## config.mk

```make
export PLATFORM = sky130hd
export DESIGN_NAME = gregorian_day_difference
export DESIGN_NICKNAME = d
export VERILOG_FILES = /design/src/rtl/gdd_pkg.sv /design/src/rtl/gregorian_day_difference.sv
export SDC_FILE = /design/constraint.sdc
export NUM_CORES = 2
export LEC_CHECK = 0
export BUFFER_PORTS_ARGS = -buffer_cell sky130_fd_sc_hd__buf_2
export CAP_MARGIN = 25
export CELL_PAD_IN_SITES_DETAIL_PLACEMENT = 0
export CELL_PAD_IN_SITES_GLOBAL_PLACEMENT = 2
export CORE_MARGIN = 2
export CORE_UTILIZATION = 35
export DETAILED_ROUTE_END_ITERATION = 8
export PLACE_DENSITY = 0.71
export SLEW_MARGIN = 20
export SYNTH_ARGS = -nofsm -noshare
export SYNTH_HDL_FRONTEND = slang
export SYNTH_SLANG_ARGS = --single-unit
```

## constraint.sdc

```tcl
create_clock -name clk -period 12.7 [get_ports clk]
set_input_delay 1.27 -clock clk [delete_from_list [all_inputs] [get_ports clk]]
set_output_delay 1.27 -clock clk [all_outputs]
set_load 0.02 [all_outputs]
```

## src/rtl/gdd_pkg.sv

```systemverilog
// constants, types and calendar tables for the gregorian day difference block
package gdd_pkg;

  // fixed field widths
  localparam int DAY_W = 5;
  localparam int MON_W = 4;
  localparam int DOY_W = 9;
  localparam int CNT_W = 24;

  // calendar constants
  localparam logic [MON_W-1:0] MON_JAN = 4'd1;
  localparam logic [MON_W-1:0] MON_FEB = 4'd2;
  localparam logic [MON_W-1:0] MON_DEC = 4'd12;
  localparam logic [DAY_W-1:0] DAY_FIRST = 5'd1;
  localparam logic [8:0] DAYS_PER_YEAR = 9'd365;
  localparam logic [6:0] CENTURY = 7'd100;

  // floor(x / 25) as (x * DIV25_MUL) >> DIV25_SHIFT, exact for x below 43690
  localparam int DIV25_MUL_W = 15;
  localparam logic [DIV25_MUL_W-1:0] DIV25_MUL = 15'd20972;
  localparam int DIV25_SHIFT = 19;

  typedef logic [DAY_W-1:0] day_t;
  typedef logic [MON_W-1:0] mon_t;
  typedef logic [DOY_W-1:0] doy_t;
  typedef logic [CNT_W-1:0] cnt_t;

  // length of a month in a common year, zero for codes that are no month
  function automatic day_t month_len(input mon_t m);
    day_t len;
    unique case (m)
      4'd1, 4'd3, 4'd5, 4'd7, 4'd8, 4'd10, 4'd12: len = 5'd31;
      4'd4, 4'd6, 4'd9, 4'd11:                    len = 5'd30;
      4'd2:                                       len = 5'd28;
      default:                                    len = 5'd0;
    endcase
    return len;
  endfunction

  // days of a common year before the first of the month
  function automatic doy_t days_before(input mon_t m);
    doy_t n;
    unique case (m)
      4'd2:    n = 9'd31;
      4'd3:    n = 9'd59;
      4'd4:    n = 9'd90;
      4'd5:    n = 9'd120;
      4'd6:    n = 9'd151;
      4'd7:    n = 9'd181;
      4'd8:    n = 9'd212;
      4'd9:    n = 9'd243;
      4'd10:   n = 9'd273;
      4'd11:   n = 9'd304;
      4'd12:   n = 9'd334;
      default: n = 9'd0;
    endcase
    return n;
  endfunction

endpackage

```

## src/rtl/gregorian_day_difference.sv

```systemverilog
// gregorian day difference: date validity, ordering and day count pipeline
//
// Takes a pair of Gregorian dates (first and second) per transaction and returns
// whether each date is valid, whether the first is on or after the second, and the
// number of days from the second to the first (zero when either date is invalid or the
// first is earlier). One transaction is accepted every cycle unless in_stall is high;
// the result passes four register stages: compare, divide-by-25 multiply, leap and
// day-of-year evaluation, and the final sum. Stages holding no transaction are filled
// while the output is stalled, so input is only stalled once every stage holds a result.
module gregorian_day_difference #(
  parameter int YEAR_WIDTH = 15
) (
  input  logic                     clk,
  input  logic                     rst_n,
  input  logic                     in_valid,
  output logic                     in_stall,
  input  logic [4:0]               in_day_a,
  input  logic [3:0]               in_month_a,
  input  logic [YEAR_WIDTH-1:0]    in_year_a,
  input  logic [4:0]               in_day_b,
  input  logic [3:0]               in_month_b,
  input  logic [YEAR_WIDTH-1:0]    in_year_b,
  output logic                     out_valid,
  input  logic                     out_stall,
  output logic [23:0]              out_day_count,
  output logic                     out_first_not_earlier,
  output logic                     out_first_valid,
  output logic                     out_second_valid
);

  localparam int Q4_W   = YEAR_WIDTH - 2;
  localparam int PROD_W = Q4_W + gdd_pkg::DIV25_MUL_W;
  localparam int Q100_W = PROD_W - gdd_pkg::DIV25_SHIFT;

  typedef logic [YEAR_WIDTH-1:0] year_t;
  typedef logic [Q4_W-1:0]       q4_t;
  typedef logic [PROD_W-1:0]     prod_t;
  typedef logic [Q100_W-1:0]     q100_t;

  // per-stage enables: a stage loads when it is empty or the next one moves on
  logic en1, en2, en3, en4;
  logic v1_r, v2_r, v3_r, v4_r;

  assign en4 = !v4_r || !out_stall;
  assign en3 = !v3_r || en4;
  assign en2 = !v2_r || en3;
  assign en1 = !v1_r || en2;
  assign in_stall = !en1;

  // valid bits
  always_ff @(posedge clk) begin
    if (!rst_n) begin
      v1_r <= 1'b0;
      v2_r <= 1'b0;
      v3_r <= 1'b0;
      v4_r <= 1'b0;
    end else begin
      if (en1) v1_r <= in_valid;
      if (en2) v2_r <= v1_r;
      if (en3) v3_r <= v2_r;
      if (en4) v4_r <= v3_r;
    end
  end

  // stage 1: ordering compare, quarter of the year and of the year before
  gdd_pkg::day_t day_in [2];
  gdd_pkg::mon_t mon_in [2];
  year_t         yr_in  [2];
  logic          ge_nxt;

  assign day_in[0] = in_day_a;
  assign day_in[1] = in_day_b;
  assign mon_in[0] = in_month_a;
  assign mon_in[1] = in_month_b;
  assign yr_in[0]  = in_year_a;
  assign yr_in[1]  = in_year_b;

  assign ge_nxt = (in_year_a > in_year_b) ||
                  ((in_year_a == in_year_b) &&
                   ((in_month_a > in_month_b) ||
                    ((in_month_a == in_month_b) && (in_day_a >= in_day_b))));

  gdd_pkg::day_t day1_r [2];
  gdd_pkg::mon_t mon1_r [2];
  year_t         yr1_r  [2];
  q4_t           q4y1_r [2];
  q4_t           q4m1_r [2];
  logic          ge1_r;

  always_ff @(posedge clk) begin
    if (en1) begin
      for (int i = 0; i < 2; i++) begin
        day1_r[i] <= day_in[i];
        mon1_r[i] <= mon_in[i];
        yr1_r[i]  <= yr_in[i];
        q4y1_r[i] <= yr_in[i][YEAR_WIDTH-1:2];
        q4m1_r[i] <= q4_t'(year_t'(yr_in[i] - year_t'(1)) >> 2);
      end
      ge1_r <= ge_nxt;
    end
  end

  // stage 2: reciprocal multiply for the division by 25
  gdd_pkg::day_t day2_r [2];
  gdd_pkg::mon_t mon2_r [2];
  year_t         yr2_r  [2];
  q4_t           q4m2_r [2];
  prod_t         py2_r  [2];
  prod_t         pm2_r  [2];
  logic          ge2_r;

  always_ff @(posedge clk) begin
    if (en2) begin
      for (int i = 0; i < 2; i++) begin
        day2_r[i] <= day1_r[i];
        mon2_r[i] <= mon1_r[i];
        yr2_r[i]  <= yr1_r[i];
        q4m2_r[i] <= q4m1_r[i];
        py2_r[i]  <= prod_t'(q4y1_r[i]) * prod_t'(gdd_pkg::DIV25_MUL);
        pm2_r[i]  <= prod_t'(q4m1_r[i]) * prod_t'(gdd_pkg::DIV25_MUL);
      end
      ge2_r <= ge1_r;
    end
  end

  // stage 3: leap year, validity, day of year and leap years before the year
  q100_t         q100y   [2];
  q100_t         q100m   [2];
  logic          leap    [2];
  gdd_pkg::day_t len     [2];
  logic          dvalid  [2];
  gdd_pkg::doy_t doy     [2];
  q4_t           leaps   [2];

  always_comb begin
    for (int i = 0; i < 2; i++) begin
      q100y[i] = py2_r[i][PROD_W-1:gdd_pkg::DIV25_SHIFT];
      q100m[i] = pm2_r[i][PROD_W-1:gdd_pkg::DIV25_SHIFT];
      leap[i]  = (yr2_r[i][1:0] == 2'b00) &&
                 ((yr2_r[i] != year_t'(year_t'(q100y[i]) *
                                       year_t'(gdd_pkg::CENTURY))) ||
                  (q100y[i][1:0] == 2'b00));
      len[i]   = gdd_pkg::month_len(mon2_r[i]) +
                 gdd_pkg::day_t'((mon2_r[i] == gdd_pkg::MON_FEB) && leap[i]);
      dvalid[i] = (yr2_r[i] != year_t'(0)) &&
                  (mon2_r[i] >= gdd_pkg::MON_JAN) && (mon2_r[i] <= gdd_pkg::MON_DEC) &&
                  (day2_r[i] >= gdd_pkg::DAY_FIRST) && (day2_r[i] <= len[i]);
      doy[i]   = gdd_pkg::days_before(mon2_r[i]) + gdd_pkg::doy_t'(day2_r[i]) +
                 gdd_pkg::doy_t'((mon2_r[i] > gdd_pkg::MON_FEB) && leap[i]);
      leaps[i] = q4m2_r[i] - q4_t'(q100m[i]) + q4_t'(q100m[i] >> 2);
    end
  end

  year_t         yr3_r    [2];
  gdd_pkg::doy_t doy3_r   [2];
  q4_t           leaps3_r [2];
  logic          val3_r   [2];
  logic          ge3_r;

  always_ff @(posedge clk) begin
    if (en3) begin
      for (int i = 0; i < 2; i++) begin
        yr3_r[i]    <= yr2_r[i];
        doy3_r[i]   <= doy[i];
        leaps3_r[i] <= leaps[i];
        val3_r[i]   <= dvalid[i];
      end
      ge3_r <= ge2_r;
    end
  end

  // stage 4: whole years, leap-day and day-of-year differences, modulo the count width
  gdd_pkg::cnt_t count_nxt;

  always_comb begin
    count_nxt = gdd_pkg::cnt_t'(year_t'(yr3_r[0] - yr3_r[1])) *
                gdd_pkg::cnt_t'(gdd_pkg::DAYS_PER_YEAR) +
                gdd_pkg::cnt_t'(leaps3_r[0]) - gdd_pkg::cnt_t'(leaps3_r[1]) +
                gdd_pkg::cnt_t'(doy3_r[0]) - gdd_pkg::cnt_t'(doy3_r[1]);
    if (!(val3_r[0] && val3_r[1] && ge3_r)) begin
      count_nxt = '0;
    end
  end

  gdd_pkg::cnt_t count4_r;
  logic          ge4_r;
  logic          va4_r;
  logic          vb4_r;

  always_ff @(posedge clk) begin
    if (en4) begin
      count4_r <= count_nxt;
      ge4_r    <= ge3_r;
      va4_r    <= val3_r[0];
      vb4_r    <= val3_r[1];
    end
  end

  // result transaction
  assign out_valid             = v4_r;
  assign out_day_count         = count4_r;
  assign out_first_not_earlier = ge4_r;
  assign out_first_valid       = va4_r;
  assign out_second_valid      = vb4_r;

endmodule
```

==> impl_metrics.env <==
export IMPL_cts_tree="done"
export IMPL_cp_top_family="adder cells"
export IMPL_ios=81
export IMPL_setup_slack_ps=5770
export IMPL_rsz0062_at_grt="no"
export IMPL_ys_flop_type="edfxtp_1"
export IMPL_num_antenna_cells=0
export IMPL_timing_hold_ws_ps=411
export IMPL_port_buffers=80
export IMPL_ys_seq_elements=294
export IMPL_dp_slack_ps=5840
export IMPL_crit_path_top_delay_cell="fa_1"
export IMPL_postLayoutCoreUtil_pct=38.6
export IMPL_cts_num_sinks=294
export IMPL_tns_ps=0
export IMPL_synth_most_common_cell="inv_1"
export IMPL_maxCapViolCount=0
export IMPL_yosys_warnings=0
export IMPL_drc_errors=0
export IMPL_die_area_um2=94700
export IMPL_syn_area_per_cell_um2=11.0
export IMPL_ant_nets=0
export IMPL_finClkSkew_ps=17.8
export IMPL_root_buffer="clkbuf_16"
export IMPL_cts_setup_buffers=0
export IMPL_slowest_delay_ps=540
export IMPL_cts_buffers=34
export IMPL_finalNetCount=4077
export IMPL_rows=111
export IMPL_crit_required_ps=13100
export IMPL_hpwl_um=60400
export IMPL_die_x_um=308
export IMPL_grt_usage_pct=15.2
export IMPL_cts_buffer_depth=3
export IMPL_clk_latency_ps=540
export IMPL_die_h_um=308
export IMPL_status="finished clean"
export IMPL_yosysTopAreaCell="edfxtp_1"
export IMPL_ctsResizeCount=0
export IMPL_fin_crit_ps=6930
export IMPL_grt_pass1_wl_um=114000
export IMPL_synth_edf_count=290
export IMPL_wl_um=69600
export IMPL_grt_max_degree=75
export IMPL_grt_pass1_vias=20822
export IMPL_worst_pin_slew_ps=944
export IMPL_drt_pass1_iter_count=5
export IMPL_ys_seq_area_share_pct=27.2
export IMPL_vias=19555
export IMPL_ys_top_cells_by_area="edfxtp_1 27%, ha_1 25%, fa_1 21%"
export IMPL_wl_per_cell_um=16.4
export IMPL_min_path_type="flop to flop"
export IMPL_crit_path_start_kind="flop"
export IMPL_period_share_pct=54.5
export IMPL_finalMaxSlewViolations=0
export IMPL_critPathCaptureType="flop"
export IMPL_ys_async_sr_fraction_pct=0
export IMPL_initial_core_util_pct=35.3
export IMPL_synthTopCellsByCount="814 x inv_1, 637 x ha_1, 344 x fa_1, 290 x edfxtp_1, 114 x xnor2_1"
export IMPL_synthCells=2934
export IMPL_synthesis_nets=3967
export IMPL_gp_congestion=0.862
export IMPL_cp_max_fo=5
export IMPL_cpMostUsedCell="inv_1"
export IMPL_setup_violations=0
export IMPL_area_growth_pct=9.46
export IMPL_synth_area_um2=32300
export IMPL_cts_hold_fix_buffers=0
export IMPL_final_hold_viol_count=0
export IMPL_drive_gt1_share_pct=5.60
export IMPL_floorplan_core_area_um2=91500
export IMPL_synth_cell_type_count=72
export IMPL_path_buf_inv=6
export IMPL_htreeDepth=2
export IMPL_n_fill_cell=8869
export IMPL_cp_arrival_ps=7330
export IMPL_maxSlewHeadroom_pct=37.1
export IMPL_overflow=0
export IMPL_yosys_area_top_type_share_pct=27.0
export IMPL_criticalPathCategory="flop to flop"
export IMPL_clk_pin_slew_ps=70
export IMPL_fmax_ghz=0.144
export IMPL_drt_iter0_markers=708
export IMPL_vias_per_cell=4.60
export IMPL_antenna_found_initial=7
## final timing paths
kind	slack (ps)	cells past startpoint	from	end
setup reg to reg	5770	26	yr3_r[0][0]	out_day_count[16]
hold reg to reg	410	0	mon1_r[0][5]	mon2_r[0][5]
hold / removal	410	0	mon1_r[0][5]	mon2_r[0][5]
setup / recovery	5770	26	yr3_r[0][0]	out_day_count[16]
## cells by family after synthesis
kind of cell	synth area share, %
simple gates	5.35
mux	0.573
buf+inv	9.60
fa+ha+maj	46.0
compound gates	6.85
xor+xnor	4.42
flops	27.2
## placed cells by master (no fill, tap or decap), types with 25 or more instances in the layout
master | Yosys | routed
a21oi_1 | 91 | 91
nand3_1 | 33 | 32
nand2b_1 | 29 | 29
xor2_1 | 49 | 49
ha_1 | 637 | 637
clkbuf_16 | 0 | 35
edfxtp_1 | 290 | 290
o21ai_0 | 52 | 52
inv_1 | 814 | 813
nand2_1 | 57 | 56
a21o_1 | 53 | 53
xnor2_1 | 114 | 114
nor2_1 | 72 | 72
buf_2 | 0 | 80
fa_1 | 344 | 344
nor2b_1 | 25 | 25
## sequential cells by signal (all words and copies together), names as in the netlist, 2 cells and up
name,flops
q4m2_r,26
day2_r,10
doy3_r,18
day1_r,10
leaps3_r,26
yr2_r,28
py2_r,20
mon1_r,8
val3_r,2
yr3_r,30
mon2_r,8
out_day_count,24
yr1_r,29
q4m1_r,26
pm2_r,18
## worst reg2reg max path: stages, from the launching register on
cell and delay (ps):
edfxtp_1 350, inv_1 60, ha_1 160, inv_1 50, fa_1 390, a21o_1 200, a21oi_1 240, o21bai_1 120
a31o_2 280, a21oi_1 170, xnor2_1 290, ha_1 340, inv_1 70, fa_1 400, inv_1 90, fa_1 440
fa_1 540, inv_1 50, fa_1 470, inv_1 40, ha_1 250, a211o_1 340, a211oi_1 300, o21ai_1 220
a31o_2 310, a2111oi_0 450, a211o_1 160
## routing by layer
| layer | vias up | GRT usage [%] | part of all wire [%] | wire length [um] |
|---|---|---|---|---|
| li1 | 9809 | - | - | - |
| met1 | 9485 | 20.8 | 48 | 33100 |
| met2 | 173 | 26.0 | 48 | 33400 |
| met3 | 74 | 1.93 | 2.7 | 1900 |
| met4 | 14 | 2.81 | 1.7 | 1150 |
| met5 | - | 0 | 0.14 | 98 |
## metrics by stage
step,cells,area [um2]
after floorplan,2934,32300
after global placement,4194,34200
after detailed placement,4194,34200
after CTS,4255,35400
after global routing,4255,35400
final,4255,35400
## area by class of cell
class                      instances  area, um2  share of cell area [%]
clock inverter                    20        259                   0.733
inverter                         814       3060                    8.64
timing repair buffer              84        430                    1.22
multi-input combinational       1816      20400                    57.8
clock buffer                      41        908                    2.57
tap                             1186       1480                    4.20
sequential                       294       8790                    24.9
Power is not shown: default switching activity piles up to over one toggle a cycle in this logic, so the estimate is an artifact.
